--- src/rtl/fdk_pkg.sv ---
// Shared types and constants for the fan drive with start kick block.
package fdk_pkg;

    localparam int TEMP_W    = 15;
    localparam int PCT_W     = 7;
    localparam int DUTY_W    = 8;
    localparam int SECS_W    = 16;
    localparam int KICK_W    = 2;
    localparam int CFG_W     = 15;
    localparam int CFG_IDX_W = 2;

    localparam int S_TDATA_W = 56;
    localparam int M_TDATA_W = 32;

    localparam logic [DUTY_W-1:0] KICK_DUTY    = 8'd255;
    localparam logic [PCT_W-1:0]  FULL_PERCENT = 7'd100;
    localparam logic [KICK_W-1:0] KICK_LENGTH  = 2'd2;

    // Division by 100 of values up to 25500: (x * 41944) >> 22 is exact there.
    localparam int RECIP_SHIFT = 22;
    localparam logic [15:0] RECIP_100 = 16'd41944;

    localparam logic signed [TEMP_W-1:0] HEATER_MIN_RESET = 15'sd3000;
    localparam logic signed [TEMP_W-1:0] ROOM_MIN_RESET   = 15'sd2000;
    localparam logic [DUTY_W-1:0]        PWM_MIN_RESET    = 8'd0;
    localparam logic [DUTY_W-1:0]        PWM_MAX_RESET    = 8'd255;

    typedef enum logic [CFG_IDX_W-1:0] {
        REG_HEATER_MIN = 2'd0,
        REG_ROOM_MIN   = 2'd1,
        REG_PWM_MIN    = 2'd2,
        REG_PWM_MAX    = 2'd3
    } reg_idx_t;

    typedef enum logic {
        CMD_TICK     = 1'b0,
        CMD_OVERRIDE = 1'b1
    } cmd_t;

    typedef struct packed {
        logic signed [TEMP_W-1:0] heater_min_centi;
        logic signed [TEMP_W-1:0] room_min_centi;
        logic [DUTY_W-1:0]        pwm_min;
        logic [DUTY_W-1:0]        pwm_max;
    } cfg_t;

endpackage

--- src/rtl/fdk_request.sv ---
// Automatic fan power request from heater and room temperatures.
module fdk_request (
    input  fdk_pkg::cfg_t                            cfg,
    input  logic signed [fdk_pkg::TEMP_W-1:0]        heater_temp,
    input  logic signed [fdk_pkg::TEMP_W-1:0]        room_temp,
    output logic [fdk_pkg::PCT_W-1:0]                auto_request
);

    logic signed [fdk_pkg::TEMP_W:0] room_min_ext;
    logic signed [fdk_pkg::TEMP_W:0] room_ext;
    logic signed [fdk_pkg::TEMP_W:0] bound;
    logic signed [fdk_pkg::TEMP_W:0] diff;

    assign room_min_ext = {cfg.room_min_centi[fdk_pkg::TEMP_W-1], cfg.room_min_centi};
    assign room_ext     = {room_temp[fdk_pkg::TEMP_W-1], room_temp};
    assign bound        = room_min_ext - $signed({{(fdk_pkg::TEMP_W+1-fdk_pkg::PCT_W){1'b0}},
                                                  fdk_pkg::FULL_PERCENT});
    assign diff         = room_min_ext - room_ext;

    always_comb begin
        if (heater_temp < cfg.heater_min_centi) begin
            auto_request = '0;
        end else if (room_ext < bound) begin
            auto_request = fdk_pkg::FULL_PERCENT;
        end else if (room_ext > room_min_ext) begin
            auto_request = '0;
        end else begin
            // Here the difference lies between 0 and 100.
            auto_request = diff[fdk_pkg::PCT_W-1:0];
        end
    end

endmodule

--- src/rtl/fan_drive_with_kick_start_core.sv ---
// Top level of the fan drive with start kick block.
//
// Usage: each transfer on the s_ channel carries either a one second tick with
// heater and room readings (s_tuser low) or a manual override load (s_tuser
// high). A tick yields one transfer on the m_ channel with the power request,
// the fan duty, the kick flag and the override ticks left; an override load
// yields no result and only sets the override state.
// The four setup registers are written through cfg_wr_en, cfg_addr and
// cfg_wdata while the block is idle.
// An accepted tick passes two registered stages on the way to the m_ side:
// the first stage evaluates the request, updates the kick and override state
// and forms request times duty span; the second scales that product by a
// reciprocal multiply and registers the duty. One item is accepted per cycle
// while the receiver keeps up. When the receiver stalls, the two stages fill
// and s_tready falls; it rises again as soon as a result is taken. Reset clears
// the pipeline, the kick and override state and loads the register defaults.
module fan_drive_with_kick_start_core (
    input  logic                              aclk,
    input  logic                              aresetn,
    input  logic                              s_tvalid,
    output logic                              s_tready,
    // heater_temp[14:0], room_temp[29:15], override_seconds[45:30],
    // override_percent[52:46], zero fill [55:53]
    input  logic [fdk_pkg::S_TDATA_W-1:0]     s_tdata,
    // command[0]
    input  logic                              s_tuser,
    output logic                              m_tvalid,
    input  logic                              m_tready,
    // power_request[6:0], pwm_duty[14:7], kick_active[15], override_left[31:16]
    output logic [fdk_pkg::M_TDATA_W-1:0]     m_tdata,
    input  logic                              cfg_wr_en,
    input  logic [fdk_pkg::CFG_IDX_W-1:0]     cfg_addr,
    input  logic [fdk_pkg::CFG_W-1:0]         cfg_wdata
);

    fdk_pkg::cfg_t cfg_reg;

    logic [fdk_pkg::KICK_W-1:0] kick_left_reg;
    logic [fdk_pkg::KICK_W-1:0] kick_left_next;
    logic [fdk_pkg::PCT_W-1:0]  last_req_reg;
    logic [fdk_pkg::PCT_W-1:0]  last_req_next;
    logic [fdk_pkg::SECS_W-1:0] manual_left_reg;
    logic [fdk_pkg::SECS_W-1:0] manual_left_next;
    logic [fdk_pkg::PCT_W-1:0]  manual_pct_reg;
    logic [fdk_pkg::PCT_W-1:0]  manual_pct_next;

    logic s1_valid_reg;
    logic [fdk_pkg::PCT_W-1:0]  s1_req_reg;
    logic                       s1_kick_reg;
    logic [fdk_pkg::SECS_W-1:0] s1_left_reg;
    logic signed [15:0]         s1_prod_reg;

    logic m_valid_reg;
    logic [fdk_pkg::M_TDATA_W-1:0] m_data_reg;
    logic [fdk_pkg::M_TDATA_W-1:0] m_data_next;

    logic out_ready;
    logic s1_ready;
    logic s_accept;

    logic signed [fdk_pkg::TEMP_W-1:0] heater_temp;
    logic signed [fdk_pkg::TEMP_W-1:0] room_temp;
    logic [fdk_pkg::SECS_W-1:0]        override_seconds;
    logic [fdk_pkg::PCT_W-1:0]         override_percent;
    logic                              is_tick;

    logic [fdk_pkg::PCT_W-1:0]  auto_req;
    logic                       manual_on;
    logic [fdk_pkg::PCT_W-1:0]  req;
    logic [fdk_pkg::SECS_W-1:0] left;
    logic                       kick_start;
    logic [fdk_pkg::KICK_W-1:0] kick_eff;
    logic                       kick_now;
    logic signed [8:0]          span;
    logic signed [15:0]         prod;

    logic [14:0]                prod_abs;
    logic [30:0]                scaled;
    logic [fdk_pkg::DUTY_W-1:0] quot;
    logic [fdk_pkg::DUTY_W-1:0] duty;

    assign heater_temp      = s_tdata[14:0];
    assign room_temp        = s_tdata[29:15];
    assign override_seconds = s_tdata[45:30];
    assign override_percent = s_tdata[52:46];
    assign is_tick          = (s_tuser == fdk_pkg::CMD_TICK);

    assign out_ready = !m_valid_reg || m_tready;
    assign s1_ready  = !s1_valid_reg || out_ready;
    assign s_tready  = s1_ready;
    assign s_accept  = s_tvalid && s1_ready;

    fdk_request u_request (
        .cfg          (cfg_reg),
        .heater_temp  (heater_temp),
        .room_temp    (room_temp),
        .auto_request (auto_req)
    );

    // First stage: request selection, override load and countdown, kick decision and request times span.
    always_comb begin
        manual_on  = (manual_left_reg != '0);
        req        = manual_on ? manual_pct_reg : auto_req;
        left       = manual_on ? manual_left_reg - 1'b1 : manual_left_reg;
        kick_start = (kick_left_reg == '0) && (req != last_req_reg) && (req != '0);
        kick_eff   = kick_start ? fdk_pkg::KICK_LENGTH : kick_left_reg;
        kick_now   = (kick_eff != '0);
        span       = $signed({1'b0, cfg_reg.pwm_max}) - $signed({1'b0, cfg_reg.pwm_min});
        prod       = 16'($signed({1'b0, req}) * span);

        kick_left_next   = kick_left_reg;
        last_req_next    = last_req_reg;
        manual_left_next = manual_left_reg;
        manual_pct_next  = manual_pct_reg;
        if (s_accept) begin
            if (is_tick) begin
                kick_left_next   = kick_now ? kick_eff - 1'b1 : '0;
                last_req_next    = kick_start ? req : last_req_reg;
                manual_left_next = left;
            end else begin
                manual_left_next = override_seconds;
                manual_pct_next  = (override_percent > fdk_pkg::FULL_PERCENT) ?
                                   fdk_pkg::FULL_PERCENT : override_percent;
            end
        end
    end

    // Second stage: duty = pwm_min + product / 100, truncated toward zero; a kick gives full duty, a zero request zero.
    always_comb begin
        prod_abs = s1_prod_reg[15] ? 15'(-s1_prod_reg) : s1_prod_reg[14:0];
        scaled   = 31'(prod_abs * fdk_pkg::RECIP_100);
        quot     = scaled[fdk_pkg::RECIP_SHIFT +: fdk_pkg::DUTY_W];
        if (s1_kick_reg) begin
            duty = fdk_pkg::KICK_DUTY;
        end else if (s1_req_reg == '0) begin
            duty = '0;
        end else if (s1_prod_reg[15]) begin
            duty = cfg_reg.pwm_min - quot;
        end else begin
            duty = cfg_reg.pwm_min + quot;
        end
        m_data_next = {s1_left_reg, s1_kick_reg, duty, s1_req_reg};
    end

    always_ff @(posedge aclk) begin
        if (!aresetn) begin
            cfg_reg.heater_min_centi <= fdk_pkg::HEATER_MIN_RESET;
            cfg_reg.room_min_centi   <= fdk_pkg::ROOM_MIN_RESET;
            cfg_reg.pwm_min          <= fdk_pkg::PWM_MIN_RESET;
            cfg_reg.pwm_max          <= fdk_pkg::PWM_MAX_RESET;
        end else if (cfg_wr_en) begin
            case (fdk_pkg::reg_idx_t'(cfg_addr))
                fdk_pkg::REG_HEATER_MIN: cfg_reg.heater_min_centi <= cfg_wdata;
                fdk_pkg::REG_ROOM_MIN:   cfg_reg.room_min_centi   <= cfg_wdata;
                fdk_pkg::REG_PWM_MIN:    cfg_reg.pwm_min <= cfg_wdata[fdk_pkg::DUTY_W-1:0];
                fdk_pkg::REG_PWM_MAX:    cfg_reg.pwm_max <= cfg_wdata[fdk_pkg::DUTY_W-1:0];
                default: ;
            endcase
        end
    end

    always_ff @(posedge aclk) begin
        if (!aresetn) begin
            kick_left_reg   <= '0;
            last_req_reg    <= '0;
            manual_left_reg <= '0;
            manual_pct_reg  <= '0;
            s1_valid_reg    <= 1'b0;
            m_valid_reg     <= 1'b0;
        end else begin
            kick_left_reg   <= kick_left_next;
            last_req_reg    <= last_req_next;
            manual_left_reg <= manual_left_next;
            manual_pct_reg  <= manual_pct_next;
            // An override load advances through the state only, never the pipeline.
            if (s1_ready) begin
                s1_valid_reg <= s_accept && is_tick;
            end
            if (out_ready) begin
                m_valid_reg <= s1_valid_reg;
            end
        end
    end

    always_ff @(posedge aclk) begin
        if (s1_ready) begin
            s1_req_reg  <= req;
            s1_kick_reg <= kick_now;
            s1_left_reg <= left;
            s1_prod_reg <= prod;
        end
        if (out_ready && s1_valid_reg) begin
            m_data_reg <= m_data_next;
        end
    end

    assign m_tvalid = m_valid_reg;
    assign m_tdata  = m_data_reg;

endmodule

--- config.mk ---
export PLATFORM = sky130hd
export DESIGN_NAME = fan_drive_with_kick_start_core
export DESIGN_NICKNAME = d
export VERILOG_FILES = /design/src/rtl/fdk_pkg.sv /design/src/rtl/fdk_request.sv /design/src/rtl/fan_drive_with_kick_start_core.sv
export SDC_FILE = /design/constraint.sdc
export NUM_CORES = 1
export LEC_CHECK = 0
export ABC_AREA = 1
export ABC_CLOCK_PERIOD_IN_PS = 13200
export BUFFER_PORTS_ARGS = -buffer_cell sky130_fd_sc_hd__buf_2
export CORE_ASPECT_RATIO = 1.1
export CORE_MARGIN = 4
export CORE_UTILIZATION = 55
export CTS_CLUSTER_DIAMETER = 50
export CTS_CLUSTER_SIZE = 30
export DETAILED_ROUTE_END_ITERATION = 16
export GPL_TIMING_DRIVEN = 0
export PLACE_DENSITY = 0.74
export SYNTH_ARGS = -nofsm -noshare
export SYNTH_HDL_FRONTEND = slang
export SYNTH_SLANG_ARGS = --single-unit
--- constraint.sdc ---
create_clock -name aclk -period 13.2 [get_ports aclk]
set_input_delay 1.32 -clock aclk [delete_from_list [all_inputs] [get_ports aclk]]
set_output_delay 1.32 -clock aclk [all_outputs]
set_load 0.05 [all_outputs]
==> flow_metrics.tcl, run 1 <==
set metrics [dict create \
    status "completed" \
    antenna_found_initial 0 \
    post_drt_wl_per_cell_um 14.5 \
    layout.nets 2338 \
    synthCells 1824 \
    die_h_um 180 \
    portBuffers 109 \
    cp_slowest_stage_delay_ps 680 \
    cts-buffers-inserted 17 \
    ys_seq_area_share_pct 25.5 \
    max_clock_freq_mhz 113 \
    drive_above_1_share_pct 9.31 \
    worst_pin_slew_ps 1080 \
    die_area_mm2 0.0296 \
    antenna_cells 0 \
    place_inst 2286 \
    seq_area_mm2 0.00376 \
    rsz0062_at_grt "no" \
    place_ws_ps 4400 \
    start_util_pct 56.2 \
    antenna_left 0 \
    fin_crit_sh_pct 66.8 \
    multi_input_area_mm2 0.00940 \
    worst_setup_path_end_kind "flip-flop" \
    finClkSkew_ps 18.9 \
    post_cts_buffers 0 \
    clock_latency_ps 450 \
    cts_max_level 4 \
    first_pass_iters 5 \
    clock-root-buffer "clkbuf_16" \
    grt_pass1_wl_um 56300 \
    ctsLongestPathBuffers 2 \
    io_pins 113 \
    critPathBufInv 6 \
    layout_min_cycle_time_ps 8810 \
    grt_usage_pct 23.5 \
    setup_ws_ps 4390 \
    setup_tns_ps 0 \
    relSlewSlack_pct 27.7 \
    synth_nets 2209 \
    area_delta_synth_final_pct 11.0 \
    yosys.area.top_type "ha_1" \
    cts_tree "done" \
    r2r_cells 42 \
    ys_seq_elements 152 \
    synth_edf_count 72 \
    yosysTopAreaCellShare_pct 16.7 \
    min_path_cells 0 \
    path_delay_family "adder cells" \
    n_fill_cell 2265 \
    critPathSlowestCell "xor2_1" \
    finalMaxSlewViolations 0 \
    yosysMostFrequentCell "inv_1" \
    viasPerCell 5.17 \
    syn_avg_cell_area_um2 8.10 \
    via_count 12000 \
    synth_common_cells "inv_1, nand2_1, ha_1" \
    cp-start-kind "flip-flop" \
    gp_congestion 0.912 \
    worstPathRequired_ps 13380 \
    async_reset_ff_share_pct 0 \
    die_width_um 164 \
    drt_wl_total_um 33600 \
    grt_pass1_vias 12000 \
    ctsResizeCount 0 \
    grt_overflow_total 0 \
    grt_max_degree 43 \
    yosys.cell_types.count 50 \
    yosys_warnings 0 \
    ctsHoldBuffers 0 \
    drc 0 \
    cap_violations 0 \
    hpwl_um 27800 \
    rows 62 \
    netlist_area_mm2 0.0148 \
    crit_fanout 8 \
    synth_ff_type "dfxtp_1" \
    clk_pin_slew_worst_paths_ps 80 \
    arrival_ps 9000 \
    worstHoldPathType "flip-flop to flip-flop" \
    path_depth 42 \
    setup_violations 0 \
    synthTopCellsByArea "ha_1, fa_1, edfxtp_1" \
    core_mm2 0.0263 \
    fin_cells 2318 \
    cpMostUsedCell "nand2_1" \
    clkSinkCount 152 \
    drtIter0Drc 600 \
    largest_reg_flops 46 \
    hold_viol_final 0 \
    timing_worst_setup_path_type "flip-flop to flip-flop" \
]
==> logic make-up (layout without fill, tap and decap cells) <==
kind of cell,Yosys count,after routing,share of synthesized area [%]
AND/OR/NAND/NOR,616,616,17.9
buffers and inverters,431,573,11.0
adder cells (fa/ha/maj),306,306,31.5
AO/OA/AOI/OAI,237,237,9.27
flip-flops,152,152,25.5
XOR/XNOR,82,82,4.86
==> cells in the final DEF, fill, tap and decap left out, types with 20 or more instances in the layout <==
cell type	count
nand3_1	50
nor2_1	161
fa_1	109
ha_1	197
clkbuf_1	20
buf_2	109
edfxtp_1	72
a21oi_1	97
o21ai_0	66
dfxtp_1	80
xnor2_1	23
inv_1	402
xor2_1	59
nand4_1	22
nand2_1	328
==> layout make-up <==
cell class | instances | area share [%]
buffer | 22 | 0.549
clock buffer | 17 | 2.59
clock inverter | 15 | 1.08
inverter | 409 | 9.36
multi-input combinational | 1241 | 57.3
sequential | 152 | 22.9
tap | 352 | 2.69
timing repair buffer | 110 | 3.49
==> stage by stage <==
| step | hold slack (ps) | cell area [µm²] | utilization [%] |
|---|---|---|---|
| floorplan | 400 | 14800 | - |
| global placement | 402 | 15800 | 59.9 |
| detailed placement | 405 | 15800 | 60.1 |
| CTS | 417 | 16400 | 62.4 |
| global route | 424 | 16400 | 62.4 |
| finish | 417 | 16400 | 62.4 |
==> worst paths after layout <==
| kind | start | to | slack, ps |
|---|---|---|---|
| min | s1_left_reg[0] | m_tdata[16] | 420 |
| max | s1_prod_reg[0] | m_tdata[14] | 4390 |
| max reg2reg | s1_prod_reg[0] | m_tdata[14] | 4390 |
| min reg2reg | s1_left_reg[0] | m_tdata[16] | 420 |
==> worst reg2reg max path: cells and delay by family, from the launching register on <==
family | cells | cell delay (ps)
XOR/XNOR | 4 | 1350
AND/OR/NAND/NOR | 18 | 1900
AO/OA/AOI/OAI | 6 | 1260
buffers and inverters | 6 | 400
adder cells (fa/ha/maj) | 8 | 3140
flip-flops | 1 | 530
==> metal layers <==
layer	up-vias	share of wire, %	track usage [%]
li1	6020	-	-
met1	5672	42	28.7
met2	254	52	42.5
met3	49	3.9	2.91
met4	0	2.5	7.48
met5	-	0	0
Power of run 1 is not shown: default switching activity piles up to over one toggle a cycle in this logic, so the estimate is an artifact.
==> run 2, diff against run 1 <==
--- a/config.mk
+++ b/config.mk
@@ -6,7 +6,7 @@
 export NUM_CORES = 1
 export LEC_CHECK = 0
 export ABC_AREA = 1
-export ABC_CLOCK_PERIOD_IN_PS = 13200
+export ABC_CLOCK_PERIOD_IN_PS = 8350
 export BUFFER_PORTS_ARGS = -buffer_cell sky130_fd_sc_hd__buf_2
 export CORE_ASPECT_RATIO = 1.1
 export CORE_MARGIN = 4
==> constraint.sdc (replaced) <==
create_clock -name aclk -period 8.35 [get_ports aclk]
set_input_delay 0.835 -clock aclk [delete_from_list [all_inputs] [get_ports aclk]]
set_output_delay 0.835 -clock aclk [all_outputs]
set_load 0.05 [all_outputs]
==> flow_metrics.tcl, run 2 (synthesis gave the netlist of run 1 again) <==
set metrics [dict create \
    finalMaxSlewViolations 0 \
    setup_violations 0 \
    worstHoldPathType "flip-flop to flip-flop" \
    drc 0 \
    ctsLongestPathBuffers 2 \
    viasPerCell 5.19 \
    core_mm2 0.0263 \
    die_width_um 164 \
    post_drt_wl_per_cell_um 14.8 \
    cts-buffers-inserted 17 \
    io_pins 113 \
    relSlewSlack_pct 31.4 \
    worst_setup_path_end_kind "flip-flop" \
    finClkSkew_ps 17.2 \
    clk_pin_slew_worst_paths_ps 80 \
    n_fill_cell 2202 \
    multi_input_area_mm2 0.00972 \
    drtIter0Drc 564 \
    start_util_pct 56.2 \
    hold_viol_final 0 \
    grt_pass1_vias 12100 \
    portBuffers 109 \
    worst_pin_slew_ps 1020 \
    clock-root-buffer "clkbuf_16" \
    place_inst 2286 \
    max_clock_freq_mhz 124 \
    seq_area_mm2 0.00376 \
    grt_pass1_wl_um 56600 \
    cts_max_level 4 \
    fin_cells 2341 \
    crit_fanout 5 \
    cts_tree "done" \
    rows 62 \
    worstPathRequired_ps 8530 \
    postLayoutCoreUtil_pct 64.3 \
    via_count 12200 \
    timing_worst_setup_path_type "flip-flop to flip-flop" \
    clock_latency_ps 440 \
    cap_violations 0 \
    area_delta_synth_final_pct 14.4 \
    cp_slowest_stage_delay_ps 540 \
    first_pass_iters 6 \
    ctsHoldBuffers 0 \
    drive_above_1_share_pct 12.9 \
    status "completed" \
    antenna_cells 0 \
    layout_min_cycle_time_ps 8050 \
    die_area_mm2 0.0296 \
    largest_reg_flops 46 \
    cp-start-kind "flip-flop" \
    fin_crit_sh_pct 96.4 \
    final_common_cell "inv_1" \
    drt_wl_total_um 34700 \
    clkSinkCount 152 \
    arrival_ps 8230 \
    antenna_left 0 \
    layout_common_cells "inv_1, nand2_1, ha_1, nor2_1" \
    die_h_um 180 \
    grt_usage_pct 23.6 \
    grt_max_degree 43 \
    antenna_found_initial 0 \
    critPathSlowestCell "fa_1" \
    layout.nets 2361 \
    grt_overflow_total 0 \
    gp_congestion 0.912 \
    hpwl_um 27800 \
]
-- run 2: cell types whose count changed in the layout (fill, tap and decap cells not counted), moves of 7 or more --
cell | previous run | this run
buf_4 | 0 | 20
xor2_1 | 59 | 48
xor2_2 | 0 | 8
ha_1 | 197 | 190
-- run 2: worst max-delay path: cells and delay by family (launching register included) --
kind            cells  cell delay (ps)
fa+ha+maj           8             2720
simple gates       22             2340
buf+inv            10              910
xor+xnor            4              720
compound gates      5              650
flops               1              450
-- run 2: worst paths after layout --
check	start	to	slack (ps)	cells after the start
max	s1_prod_reg[0]	m_tdata[14]	300	49
min	s1_left_reg[0]	m_tdata[16]	420	0
max reg2reg	s1_prod_reg[0]	m_tdata[14]	300	49
min reg2reg	s1_left_reg[0]	m_tdata[16]	420	0
-- run 2: metrics by stage --
stage               setup WS, ps  area, µm²  hold WS [ps]  setup TNS (ps)
floorplan                    722      14800           400               0
global placement            -290      15800           402            -290
detailed placement          -450      15800           405            -545
CTS                         82.2      16500           417               0
global route                -204      16900           424            -204
finish                       303      16900           415               0
-- run 2: per-layer routing --
metal / up-vias / track usage (%) / share of wire (%)
met4: 0 / 7.48 / 2.6
met1: 5777 / 28.9 / 41
met2: 258 / 42.8 / 53
met3: 53 / 2.91 / 3.5
li1: 6065 / - / -
met5: - / 0 / 0
-- run 2: what timing repair did --
action | in CTS | in global routing
setup endpoints to repair | 3 | 6
pin swaps | 2 | 18
hold endpoints to repair | 0 | 0
buffers inserted | 8 | 15
cloned | 0 | 0
resized for setup | 11 | 58
-- run 2: cell type report --
cell class	instances	area share, %
Inverter	409	9.09
Sequential cell	152	22.3
Tap cell	352	2.60
Clock inverter	15	1.04
Buffer	22	0.540
Timing Repair Buffer	133	4.48
Multi-Input combinational cell	1241	57.5
Clock buffer	17	2.52
Power of run 2 is left out for the same reason.
